==> src/design/tgp_pkg.sv <==
`timescale 1ns / 1ps

package tgp_pkg;

    localparam int MAX_CELLS = 32;
    localparam int ITEM_W    = 12;
    localparam int COUNT_W   = 6;
    localparam int INDEX_W   = 5;
    localparam int ID_W      = 8;
    localparam int NB_COUNT  = 8;
    localparam int QDEPTH    = 2;
    localparam int QAW       = 1;

    typedef enum logic [1:0] {
        CFG_AREA_WIDTH  = 2'd0,
        CFG_AREA_HEIGHT = 2'd1,
        CFG_ID_BASE     = 2'd2
    } t_cfg_index;

    typedef enum logic [2:0] {
        BK_IDLE,
        BK_DIV_SHARE,
        BK_DIV_WIDTH,
        BK_DIV_HEIGHT,
        BK_EMIT
    } t_back_state;

    typedef struct packed {
        logic [ITEM_W-1:0]  total_items;
        logic [COUNT_W-1:0] cell_count;
    } t_in;

    typedef struct packed {
        logic [INDEX_W-1:0]       cell_index;
        logic [ITEM_W-1:0]        item_share;
        logic [ITEM_W-1:0]        left_edge;
        logic [ITEM_W-1:0]        top_edge;
        logic [ITEM_W-1:0]        right_edge;
        logic [ITEM_W-1:0]        bottom_edge;
        logic [NB_COUNT*ID_W-1:0] neighbour_ids;
        logic [3:0]               distinct_neighbours;
        logic [COUNT_W-1:0]       grid_cols;
        logic [COUNT_W-1:0]       grid_rows;
        logic                     last;
        logic                     error;
    } t_out;

    typedef struct packed {
        logic [ITEM_W-1:0]  total_items;
        logic [COUNT_W-1:0] cell_count;
        logic [COUNT_W-1:0] grid_rows;
        logic [COUNT_W-1:0] grid_cols;
        logic               err;
    } t_job;

    typedef struct packed {
        logic [COUNT_W-1:0] rows;
        logic [COUNT_W-1:0] cols;
    } t_shape;

    typedef struct packed {
        logic               start;
        logic [ITEM_W-1:0]  dividend;
        logic [COUNT_W-1:0] divisor;
    } t_div_req;

    typedef struct packed {
        logic               done;
        logic [ITEM_W-1:0]  quotient;
        logic [COUNT_W-1:0] remainder;
    } t_div_rsp;

    // Factor pair of n with the smallest difference, rows <= cols.
    function automatic t_shape f_grid_shape(input logic [COUNT_W-1:0] n);
        t_shape s;
        s.rows = 6'd1;
        s.cols = n;
        case (n)
            6'd4:    begin s.rows = 6'd2; s.cols = 6'd2;  end
            6'd6:    begin s.rows = 6'd2; s.cols = 6'd3;  end
            6'd8:    begin s.rows = 6'd2; s.cols = 6'd4;  end
            6'd9:    begin s.rows = 6'd3; s.cols = 6'd3;  end
            6'd10:   begin s.rows = 6'd2; s.cols = 6'd5;  end
            6'd12:   begin s.rows = 6'd3; s.cols = 6'd4;  end
            6'd14:   begin s.rows = 6'd2; s.cols = 6'd7;  end
            6'd15:   begin s.rows = 6'd3; s.cols = 6'd5;  end
            6'd16:   begin s.rows = 6'd4; s.cols = 6'd4;  end
            6'd18:   begin s.rows = 6'd3; s.cols = 6'd6;  end
            6'd20:   begin s.rows = 6'd4; s.cols = 6'd5;  end
            6'd21:   begin s.rows = 6'd3; s.cols = 6'd7;  end
            6'd22:   begin s.rows = 6'd2; s.cols = 6'd11; end
            6'd24:   begin s.rows = 6'd4; s.cols = 6'd6;  end
            6'd25:   begin s.rows = 6'd5; s.cols = 6'd5;  end
            6'd26:   begin s.rows = 6'd2; s.cols = 6'd13; end
            6'd27:   begin s.rows = 6'd3; s.cols = 6'd9;  end
            6'd28:   begin s.rows = 6'd4; s.cols = 6'd7;  end
            6'd30:   begin s.rows = 6'd5; s.cols = 6'd6;  end
            6'd32:   begin s.rows = 6'd4; s.cols = 6'd8;  end
            default: begin s.rows = 6'd1; s.cols = n;     end
        endcase
        return s;
    endfunction

endpackage

==> src/design/tgp_front.sv <==
`timescale 1ns / 1ps

module tgp_front (
    input  tgp_pkg::t_in  i_data,
    input  logic          i_valid,
    output logic          o_ready,
    input  logic          i_full,
    output logic          o_push,
    output tgp_pkg::t_job o_job
);
    import tgp_pkg::*;

    logic [COUNT_W-1:0] w_n;
    t_shape             w_shape;

    assign w_n     = (i_data.cell_count > COUNT_W'(MAX_CELLS)) ? COUNT_W'(MAX_CELLS)
                                                               : i_data.cell_count;
    assign w_shape = f_grid_shape(w_n);

    assign o_ready = !i_full;
    assign o_push  = i_valid && !i_full;

    always_comb begin
        o_job.total_items = i_data.total_items;
        o_job.cell_count  = w_n;
        o_job.grid_rows   = w_shape.rows;
        o_job.grid_cols   = w_shape.cols;
        o_job.err         = (i_data.cell_count == '0);
    end

endmodule

==> src/design/tgp_fifo.sv <==
`timescale 1ns / 1ps

module tgp_fifo (
    input  logic          i_clk,
    input  logic          i_rst_n,
    input  logic          i_push,
    input  tgp_pkg::t_job i_push_data,
    output logic          o_full,
    input  logic          i_pop,
    output tgp_pkg::t_job o_data,
    output logic          o_empty
);
    import tgp_pkg::*;

    t_job           r_mem [QDEPTH];
    logic [QAW-1:0] r_wr_ptr;
    logic [QAW-1:0] r_rd_ptr;
    logic [QAW:0]   r_count;

    assign o_full  = (r_count == (QAW+1)'(QDEPTH));
    assign o_empty = (r_count == '0);
    assign o_data  = r_mem[r_rd_ptr];

    always_ff @(posedge i_clk) begin
        if (!i_rst_n) begin
            r_wr_ptr <= '0;
            r_rd_ptr <= '0;
            r_count  <= '0;
        end else begin
            if (i_push) begin
                r_wr_ptr <= r_wr_ptr + 1'b1;
            end
            if (i_pop) begin
                r_rd_ptr <= r_rd_ptr + 1'b1;
            end
            if (i_push && !i_pop) begin
                r_count <= r_count + 1'b1;
            end else if (i_pop && !i_push) begin
                r_count <= r_count - 1'b1;
            end
        end
    end

    always_ff @(posedge i_clk) begin
        if (i_push) begin
            r_mem[r_wr_ptr] <= i_push_data;
        end
    end

endmodule

==> src/design/tgp_div.sv <==
`timescale 1ns / 1ps

module tgp_div (
    input  logic              i_clk,
    input  logic              i_rst_n,
    input  tgp_pkg::t_div_req i_req,
    output tgp_pkg::t_div_rsp o_rsp
);
    import tgp_pkg::*;

    logic [ITEM_W-1:0]  r_quo;
    logic [COUNT_W-1:0] r_rem;
    logic [COUNT_W-1:0] r_div;
    logic [3:0]         r_cnt;
    logic               r_busy;
    logic               r_done;
    logic [COUNT_W:0]   w_trial;
    logic [COUNT_W+1:0] w_diff;
    logic               w_ge;

    assign w_trial = {r_rem, r_quo[ITEM_W-1]};
    assign w_diff  = {1'b0, w_trial} - {2'b00, r_div};
    assign w_ge    = !w_diff[COUNT_W+1];

    always_ff @(posedge i_clk) begin
        if (!i_rst_n) begin
            r_busy <= 1'b0;
            r_done <= 1'b0;
            r_cnt  <= '0;
        end else begin
            r_done <= 1'b0;
            if (i_req.start) begin
                r_busy <= 1'b1;
                r_cnt  <= 4'(ITEM_W);
            end else if (r_busy) begin
                r_cnt <= r_cnt - 1'b1;
                if (r_cnt == 4'd1) begin
                    r_busy <= 1'b0;
                    r_done <= 1'b1;
                end
            end
        end
    end

    always_ff @(posedge i_clk) begin
        if (i_req.start) begin
            r_quo <= i_req.dividend;
            r_rem <= '0;
            r_div <= i_req.divisor;
        end else if (r_busy) begin
            r_quo <= {r_quo[ITEM_W-2:0], w_ge};
            r_rem <= w_ge ? w_diff[COUNT_W-1:0] : w_trial[COUNT_W-1:0];
        end
    end

    always_comb begin
        o_rsp.done      = r_done;
        o_rsp.quotient  = r_quo;
        o_rsp.remainder = r_rem;
    end

endmodule

==> src/design/tgp_back.sv <==
`timescale 1ns / 1ps

module tgp_back (
    input  logic                       i_clk,
    input  logic                       i_rst_n,
    input  tgp_pkg::t_job              i_job,
    input  logic                       i_job_empty,
    output logic                       o_job_pop,
    input  logic [tgp_pkg::ITEM_W-1:0] i_area_width,
    input  logic [tgp_pkg::ITEM_W-1:0] i_area_height,
    input  logic [tgp_pkg::ID_W-1:0]   i_id_base,
    output tgp_pkg::t_out              o_data,
    output logic                       o_valid,
    input  logic                       i_ready
);
    import tgp_pkg::*;

    t_back_state r_state;
    t_back_state n_state;

    t_div_req w_div_req;
    t_div_rsp w_div_rsp;

    logic [COUNT_W-1:0] r_n;
    logic [COUNT_W-1:0] r_rows;
    logic [COUNT_W-1:0] r_cols;
    logic [ITEM_W-1:0]  r_share;
    logic [COUNT_W-1:0] r_share_rem;
    logic [ITEM_W-1:0]  r_pw;
    logic [COUNT_W-1:0] r_wrem;
    logic [ITEM_W-1:0]  r_ph;
    logic [COUNT_W-1:0] r_hrem;
    logic [INDEX_W-1:0] r_idx;
    logic [INDEX_W-1:0] r_x;
    logic [INDEX_W-1:0] r_y;
    logic [COUNT_W-1:0] r_rowbase;
    logic [ITEM_W-1:0]  r_left;
    logic [ITEM_W-1:0]  r_top;
    t_out               r_out;
    logic               r_out_valid;

    logic w_out_free;
    logic w_load_err;
    logic w_load_cell;
    logic w_start_job;

    logic [COUNT_W-1:0] w_x;
    logic [COUNT_W-1:0] w_xm;
    logic [COUNT_W-1:0] w_xp;
    logic [COUNT_W-1:0] w_ymb;
    logic [COUNT_W-1:0] w_ypb;
    logic               w_last_col;
    logic               w_last_row;
    logic               w_last_cell;
    logic [COUNT_W-1:0] w_nb_idx [NB_COUNT];
    logic [ID_W-1:0]    w_nb_id  [NB_COUNT];
    logic [ID_W-1:0]    w_self;
    logic [3:0]         w_distinct;
    t_out               w_cell;
    t_out               w_err_cell;

    tgp_div u_div (
        .i_clk   (i_clk),
        .i_rst_n (i_rst_n),
        .i_req   (w_div_req),
        .o_rsp   (w_div_rsp)
    );

    assign w_out_free = !r_out_valid || i_ready;

    // Next state.
    always_comb begin
        n_state = r_state;
        case (r_state)
            BK_IDLE: begin
                if (w_start_job) begin
                    n_state = BK_DIV_SHARE;
                end
            end
            BK_DIV_SHARE: begin
                if (w_div_rsp.done) begin
                    n_state = BK_DIV_WIDTH;
                end
            end
            BK_DIV_WIDTH: begin
                if (w_div_rsp.done) begin
                    n_state = BK_DIV_HEIGHT;
                end
            end
            BK_DIV_HEIGHT: begin
                if (w_div_rsp.done) begin
                    n_state = BK_EMIT;
                end
            end
            BK_EMIT: begin
                if (w_load_cell && w_last_cell) begin
                    n_state = BK_IDLE;
                end
            end
            default: n_state = BK_IDLE;
        endcase
    end

    // Outputs of the sequencer.
    always_comb begin
        w_start_job        = 1'b0;
        w_load_err         = 1'b0;
        w_load_cell        = 1'b0;
        o_job_pop          = 1'b0;
        w_div_req.start    = 1'b0;
        w_div_req.dividend = i_job.total_items;
        w_div_req.divisor  = i_job.cell_count;
        case (r_state)
            BK_IDLE: begin
                if (!i_job_empty) begin
                    if (i_job.err) begin
                        w_load_err = w_out_free;
                        o_job_pop  = w_out_free;
                    end else begin
                        w_start_job     = 1'b1;
                        o_job_pop       = 1'b1;
                        w_div_req.start = 1'b1;
                    end
                end
            end
            BK_DIV_SHARE: begin
                w_div_req.dividend = i_area_width;
                w_div_req.divisor  = r_cols;
                w_div_req.start    = w_div_rsp.done;
            end
            BK_DIV_WIDTH: begin
                w_div_req.dividend = i_area_height;
                w_div_req.divisor  = r_rows;
                w_div_req.start    = w_div_rsp.done;
            end
            BK_DIV_HEIGHT: begin
            end
            BK_EMIT: begin
                w_load_cell = w_out_free;
            end
            default: begin
            end
        endcase
    end

    // Geometry and torus neighbours of the current cell.
    always_comb begin
        w_x         = {1'b0, r_x};
        w_last_col  = (w_x == r_cols - 6'd1);
        w_last_row  = ({1'b0, r_y} == r_rows - 6'd1);
        w_last_cell = ({1'b0, r_idx} == r_n - 6'd1);
        w_xm        = (r_x == '0) ? r_cols - 6'd1 : w_x - 6'd1;
        w_xp        = w_last_col ? '0 : w_x + 6'd1;
        w_ymb       = (r_y == '0) ? r_n - r_cols : r_rowbase - r_cols;
        w_ypb       = w_last_row ? '0 : r_rowbase + r_cols;

        w_nb_idx[0] = w_ymb + w_xm;
        w_nb_idx[1] = w_ymb + w_x;
        w_nb_idx[2] = w_ymb + w_xp;
        w_nb_idx[3] = r_rowbase + w_xp;
        w_nb_idx[4] = w_ypb + w_xp;
        w_nb_idx[5] = w_ypb + w_x;
        w_nb_idx[6] = w_ypb + w_xm;
        w_nb_idx[7] = r_rowbase + w_xm;

        w_self = i_id_base + {3'b000, r_idx};
        for (int j = 0; j < NB_COUNT; j++) begin
            w_nb_id[j] = i_id_base + {2'b00, w_nb_idx[j]};
        end
    end

    always_comb begin
        logic seen;
        w_distinct = '0;
        for (int j = 0; j < NB_COUNT; j++) begin
            seen = 1'b0;
            for (int k = 0; k < j; k++) begin
                if (w_nb_id[k] == w_nb_id[j]) begin
                    seen = 1'b1;
                end
            end
            if (!seen && (w_nb_id[j] != w_self)) begin
                w_distinct = w_distinct + 4'd1;
            end
        end
    end

    always_comb begin
        w_cell.cell_index  = r_idx;
        w_cell.item_share  = w_last_cell ? r_share + {6'd0, r_share_rem} : r_share;
        w_cell.left_edge   = r_left;
        w_cell.top_edge    = r_top;
        w_cell.right_edge  = r_left + r_pw + (w_last_col ? {6'd0, r_wrem} : '0);
        w_cell.bottom_edge = r_top + r_ph + (w_last_row ? {6'd0, r_hrem} : '0);
        for (int j = 0; j < NB_COUNT; j++) begin
            w_cell.neighbour_ids[j*ID_W +: ID_W] = w_nb_id[j];
        end
        w_cell.distinct_neighbours = w_distinct;
        w_cell.grid_cols           = r_cols;
        w_cell.grid_rows           = r_rows;
        w_cell.last                = w_last_cell;
        w_cell.error               = 1'b0;
    end

    always_comb begin
        w_err_cell       = '0;
        w_err_cell.last  = 1'b1;
        w_err_cell.error = 1'b1;
    end

    always_ff @(posedge i_clk) begin
        if (!i_rst_n) begin
            r_state     <= BK_IDLE;
            r_out_valid <= 1'b0;
        end else begin
            r_state <= n_state;
            if (w_load_err || w_load_cell) begin
                r_out_valid <= 1'b1;
            end else if (i_ready) begin
                r_out_valid <= 1'b0;
            end
        end
    end

    always_ff @(posedge i_clk) begin
        if (w_start_job) begin
            r_n     <= i_job.cell_count;
            r_rows  <= i_job.grid_rows;
            r_cols  <= i_job.grid_cols;
        end
        if (r_state == BK_DIV_SHARE && w_div_rsp.done) begin
            r_share     <= w_div_rsp.quotient;
            r_share_rem <= w_div_rsp.remainder;
        end
        if (r_state == BK_DIV_WIDTH && w_div_rsp.done) begin
            r_pw   <= w_div_rsp.quotient;
            r_wrem <= w_div_rsp.remainder;
        end
        if (r_state == BK_DIV_HEIGHT && w_div_rsp.done) begin
            r_ph      <= w_div_rsp.quotient;
            r_hrem    <= w_div_rsp.remainder;
            r_idx     <= '0;
            r_x       <= '0;
            r_y       <= '0;
            r_rowbase <= '0;
            r_left    <= '0;
            r_top     <= '0;
        end
        if (w_load_cell) begin
            r_idx <= r_idx + 1'b1;
            if (w_last_col) begin
                r_x       <= '0;
                r_left    <= '0;
                r_y       <= r_y + 1'b1;
                r_top     <= r_top + r_ph;
                r_rowbase <= r_rowbase + r_cols;
            end else begin
                r_x    <= r_x + 1'b1;
                r_left <= r_left + r_pw;
            end
        end
        if (w_load_err) begin
            r_out <= w_err_cell;
        end else if (w_load_cell) begin
            r_out <= w_cell;
        end
    end

    assign o_data  = r_out;
    assign o_valid = r_out_valid;

endmodule

==> src/design/torus_grid_partitioner_core.sv <==
`timescale 1ns / 1ps

// Splits the configured area into a near-square torus grid of N cells and
// emits one result per cell in row-major order, followed by nothing else; a
// request with a zero cell count yields a single error result. A request is
// queued, and the back end then runs three divisions in turn on a shared
// one-bit-per-cycle divider (agent share, cell width, cell height), each
// iterating once per quotient bit before it hands over its result. The
// results then follow one per cycle while the output is not stalled, the
// first once the third division is done. A two-entry queue lets the next
// request be taken while one is emitted.
// Configuration writes are always accepted and must only occur while idle.
module torus_grid_partitioner_core (
    input  logic                        i_clk,
    input  logic                        i_rst_n,
    input  logic                        i_valid,
    output logic                        o_ready,
    input  tgp_pkg::t_in                i_data,
    output logic                        o_valid,
    input  logic                        i_ready,
    output tgp_pkg::t_out               o_data,
    input  logic                        i_cfg_valid,
    output logic                        o_cfg_ready,
    input  logic [1:0]                  i_cfg_index,
    input  logic [tgp_pkg::ITEM_W-1:0]  i_cfg_data
);
    import tgp_pkg::*;

    logic [ITEM_W-1:0] r_area_width;
    logic [ITEM_W-1:0] r_area_height;
    logic [ID_W-1:0]   r_id_base;

    logic w_push;
    t_job w_push_job;
    logic w_full;
    logic w_pop;
    t_job w_head;
    logic w_empty;

    assign o_cfg_ready = 1'b1;

    always_ff @(posedge i_clk) begin
        if (!i_rst_n) begin
            r_area_width  <= 12'd1920;
            r_area_height <= 12'd1080;
            r_id_base     <= '0;
        end else if (i_cfg_valid) begin
            case (i_cfg_index)
                CFG_AREA_WIDTH:  r_area_width  <= i_cfg_data;
                CFG_AREA_HEIGHT: r_area_height <= i_cfg_data;
                CFG_ID_BASE:     r_id_base     <= i_cfg_data[ID_W-1:0];
                default: begin
                end
            endcase
        end
    end

    tgp_front u_front (
        .i_data  (i_data),
        .i_valid (i_valid),
        .o_ready (o_ready),
        .i_full  (w_full),
        .o_push  (w_push),
        .o_job   (w_push_job)
    );

    tgp_fifo u_fifo (
        .i_clk       (i_clk),
        .i_rst_n     (i_rst_n),
        .i_push      (w_push),
        .i_push_data (w_push_job),
        .o_full      (w_full),
        .i_pop       (w_pop),
        .o_data      (w_head),
        .o_empty     (w_empty)
    );

    tgp_back u_back (
        .i_clk         (i_clk),
        .i_rst_n       (i_rst_n),
        .i_job         (w_head),
        .i_job_empty   (w_empty),
        .o_job_pop     (w_pop),
        .i_area_width  (r_area_width),
        .i_area_height (r_area_height),
        .i_id_base     (r_id_base),
        .o_data        (o_data),
        .o_valid       (o_valid),
        .i_ready       (i_ready)
    );

endmodule
==> config.mk <==
export PLATFORM = sky130hd
export DESIGN_NAME = torus_grid_partitioner_core
export DESIGN_NICKNAME = d
export VERILOG_FILES = /design/src/design/tgp_pkg.sv /design/src/design/tgp_front.sv /design/src/design/tgp_fifo.sv /design/src/design/tgp_div.sv /design/src/design/tgp_back.sv /design/src/design/torus_grid_partitioner_core.sv
export SDC_FILE = /design/constraint.sdc
export NUM_CORES = 1
export LEC_CHECK = 0
export BUFFER_PORTS_ARGS = -buffer_cell sky130_fd_sc_hd__buf_2
export CAP_MARGIN = 20
export CELL_PAD_IN_SITES_DETAIL_PLACEMENT = 1
export CELL_PAD_IN_SITES_GLOBAL_PLACEMENT = 1
export CORE_ASPECT_RATIO = 1.2
export CORE_UTILIZATION = 52
export CTS_BUF_LIST = sky130_fd_sc_hd__clkbuf_16
export DETAILED_ROUTE_END_ITERATION = 12
export PLACE_DENSITY_LB_ADDON = 0.1
export SKIP_CTS_REPAIR_TIMING = 1
export SLEW_MARGIN = 20
export SYNTH_ARGS = -nofsm -noshare
export SYNTH_HDL_FRONTEND = slang
export SYNTH_HIERARCHICAL = 1
export SYNTH_SLANG_ARGS = --single-unit
==> constraint.sdc <==
create_clock -name i_clk -period 24.3 [get_ports i_clk]
set_clock_uncertainty 0.1 [all_clocks]
set_input_delay 1.215 -clock i_clk [delete_from_list [all_inputs] [get_ports i_clk]]
set_output_delay 1.215 -clock i_clk [all_outputs]
set_load 0.01 [all_outputs]
==> run metrics <==
total core area slightly below 50000 µm²; I/O Buffers 185; r2r endpoint u_back/o_data[16]; Slew headroom ~23%; Reg-to-Reg Start u_back/r_y[0]; Initial DRC Count around 1200; total CTS buffers 41; yosys warns 6; Inserted Diodes 0; CP Capture Type flop; post-route setup TNS 0 ns; EDFF count, synth 174; Async S/R FF share, synth 0%; Via density around 6.0; I/O Pins ~190; Fill cells 5618; Yosys reg bits around 400; Crit path max-delay family adder cells; slowest CP cell fa_1; initial antenna violation count 1; die area between 50000 and 60000 µm²; FF/Latch Area ~9700 µm²; Crit path depth 39; failing checks DRC; CTS Root Cell clkbuf_16; most used cell, CP ha_1; vias in the first global route 22300; Fin. Hold Viols 0; Worst-Margin Slew 1.15 ns; HPWL after DPL roughly 65000 µm; PwrDens around 170 nW/µm²; Cell Rows 89; Initial Utilization 53.0%; worst path required time between 20 and 25 ns; period utilization 37.1%; first-pass GRT wire length 134000 µm; synth unique cells between 90 and 100; pin count of the biggest net entering global routing between 90 and 100; max-slew violations 0; Synth Instances between 2000 and 3000; gr ovfl total 0; Die X 207 µm; Seq/Total Area, Yosys 37.1%; status finished with violations; crit path launch u_back/r_y[0]; Area growth syn-to-layout 10.4%; clk slew on worst S/H paths 0.06 ns; Crit Path Max Fanout 9; Pleak ~0.012 µW; FF-to-FF path depth 39; crit path to u_back/o_data[16]; Largest stage delay, worst path ~0.7 ns; clk sinks 397; ys flop type dfxtp_1; via count around 21000; clk_lat worst skew 0.59 ns; Avg Cell Area, Syn around 9.5 µm²; Clock Tree Buf Depth 3; Setup CP Type reg -> reg; Layout Utilization about three fifths; fmax 0.111 GHz; Cells after DPL 3461; VDD IR max 0.000283 V; DRC 14; Cells on Worst Hold Path 1; minimum clock period 9.01 ns; Die Ht around 250 µm; synthesized cell area approximately 26000 µm²; Avg WL per Cell around 25 µm; Post-DRT Antenna Nets 0; footprint of the multi-input gates 15300 µm²; layout cell share with drive strength beyond 1 between 15 and 20%; final setup violation count 0; min-delay worst type reg -> reg; DRT Pass-1 Iters 9; final RePlAce weighted congestion approximately 0.95; CP Buf/Inv Count 6; # nets final roughly 3100; Worst EP arrival 9.40 ns; CTS H-tree depth 2; TritonCTS clock tree done; gr usage total between 30% and 40%; Detailed Route WL about 89000 µm; # Max-Cap Violations 0; reg2reg setup slack 15.29 ns; RSZ-0062 raised after global routing no; post-route insts no fill approximately 3500; crit start category flop
logic make-up after synthesis:
logic type | after synthesis | synth area share [%]
multiplexers | 89 | 3.63
flip-flops | 397 | 37.1
AO/OA/AOI/OAI | 511 | 12.8
AND/OR/NAND/NOR | 811 | 14.7
other | 2 | 0.0287
buffers and inverters | 275 | 4.59
XOR/XNOR | 478 | 17.4
adder cells (fa/ha/maj) | 192 | 9.80
synth_stat cells, drive strengths merged (3+ instances only):
cell type  instances  area, µm²
nand4             37        231
mux2              46        518
buf               82        473
nand4bb            3       33.8
clkbuf            76        287
a31oi             10       77.6
xnor2            273       2520
nor2             177        687
fa                22        440
and4               3       26.3
nor3b             11       87.6
dfxtp            223       4460
nand2            350       1320
o21a               8       60.1
nand4b             4       35.0
o31a               3       26.3
mux2i             43        430
a22oi             22        170
or3                6       37.5
inv              117        439
nor3              26        135
nor2b             28        178
nand3             47        235
nor4              37        268
o21bai            33        255
a211oi            59        473
o211ai            14        119
nand3b            14        105
maj3               3       31.3
o221ai             4       35.0
a2111oi            6       83.8
xor2             202       1950
ha               167       2090
o22ai              9       56.3
or2               10       65.1
nand2b            24        150
o21ai             66        342
edfxtp           174       5230
a21oi            209       1090
and2              25        156
a21o              47        363
worst min-delay path by stage:
stage	start	end	slack (ns)
finish	u_back/o_data[0]	u_back/o_data[0]	0.35
global route	u_back/o_data[0]	u_back/o_data[0]	0.37
CTS	u_back/o_data[0]	u_back/o_data[0]	0.35
detailed placement	u_back/o_data[0]	u_back/o_data[0]	0.34
global placement	u_back/o_data[0]	u_back/o_data[0]	0.33
floorplan	r_area_width[0]	r_area_width[0]	0.33
per-stage QoR:
stage,hold slack (ns),instance area (µm²),worst slack (ns),power [µW]
6_report,0.351,28800,15.29,4820
4_1_cts,0.354,28800,15.29,4780
3_5_place_dp,0.340,27500,15.32,4110
2_1_floorplan,0.334,26100,16.15,3310
3_3_place_gp,0.328,27500,15.62,4000
5_1_grt,0.366,28800,14.48,5090
report_power, final:
part	internal (µW)	switching, µW
logic	1380	1940
registers	787	74.0
clock network	358	284
total	2520	2300
sequential cells by signal (all words and copies together), names as in the netlist, 8 cells and up, named ones only:
name and cells:
u_back/o_data 147, u_fifo/r_mem 62, r_area_height 12, r_area_width 12, u_back/r_left 12, u_back/r_ph 12, u_back/r_pw 12, u_back/r_share 12
u_back/r_top 12, u_back/u_div/r_quo 12, r_id_base 8
final cells by class:
| type | instances | share of cell area [%] |
|---|---|---|
| multi-input cells | 2086 | 53.2 |
| flip-flops and latches | 397 | 33.6 |
| repair buffers | 224 | 4.22 |
| clock buffers | 43 | 3.73 |
| well taps | 637 | 2.76 |
| inverters | 117 | 1.52 |
| clock inverters | 33 | 0.993 |
worst register-to-register path, delay by kind of cell, from the launching register on:
kind,cells,cell delay [ns]
muxes,1,0.12
adders and majority gates,9,3.13
and+or+nand+nor,7,1.07
buffers and inverters,6,0.70
xor gates and xnor gates,6,1.01
DFF,1,0.44
AOI/OAI and AO/OA,10,2.40
layer usage:
layer / GRT usage [%] / up-vias / part of all wire (%)
met5: 0 / - / 0.018
met4: 17.5 / 2 / 5.3
met1: 39.9 / 10500 / 39
li1: - / 9692 / -
met3: 4.82 / 248 / 4.5
met2: 62.8 / 630 / 51
cell usage in the layout, fill, tap and decap left out, types with 22 or more instances in the layout:
cell type and instances:
a211oi_1 53, a21o_1 44, a21oi_1 195, and2_1 24, buf_2 185, buf_4 39, clkbuf_16 43, dfxtp_1 223
edfxtp_1 174, fa_1 22, ha_1 167, inv_1 124, mux2_2 46, mux2i_1 43, nand2_1 349, nand2b_1 24
nand3_1 46, nand4_1 37, nor2_1 170, nor2b_1 26, nor3_1 25, nor4_1 33, o21ai_0 54, o21bai_1 31
xnor2_1 256, xor2_1 185
Note: power is estimated with default switching activity, not from simulation.
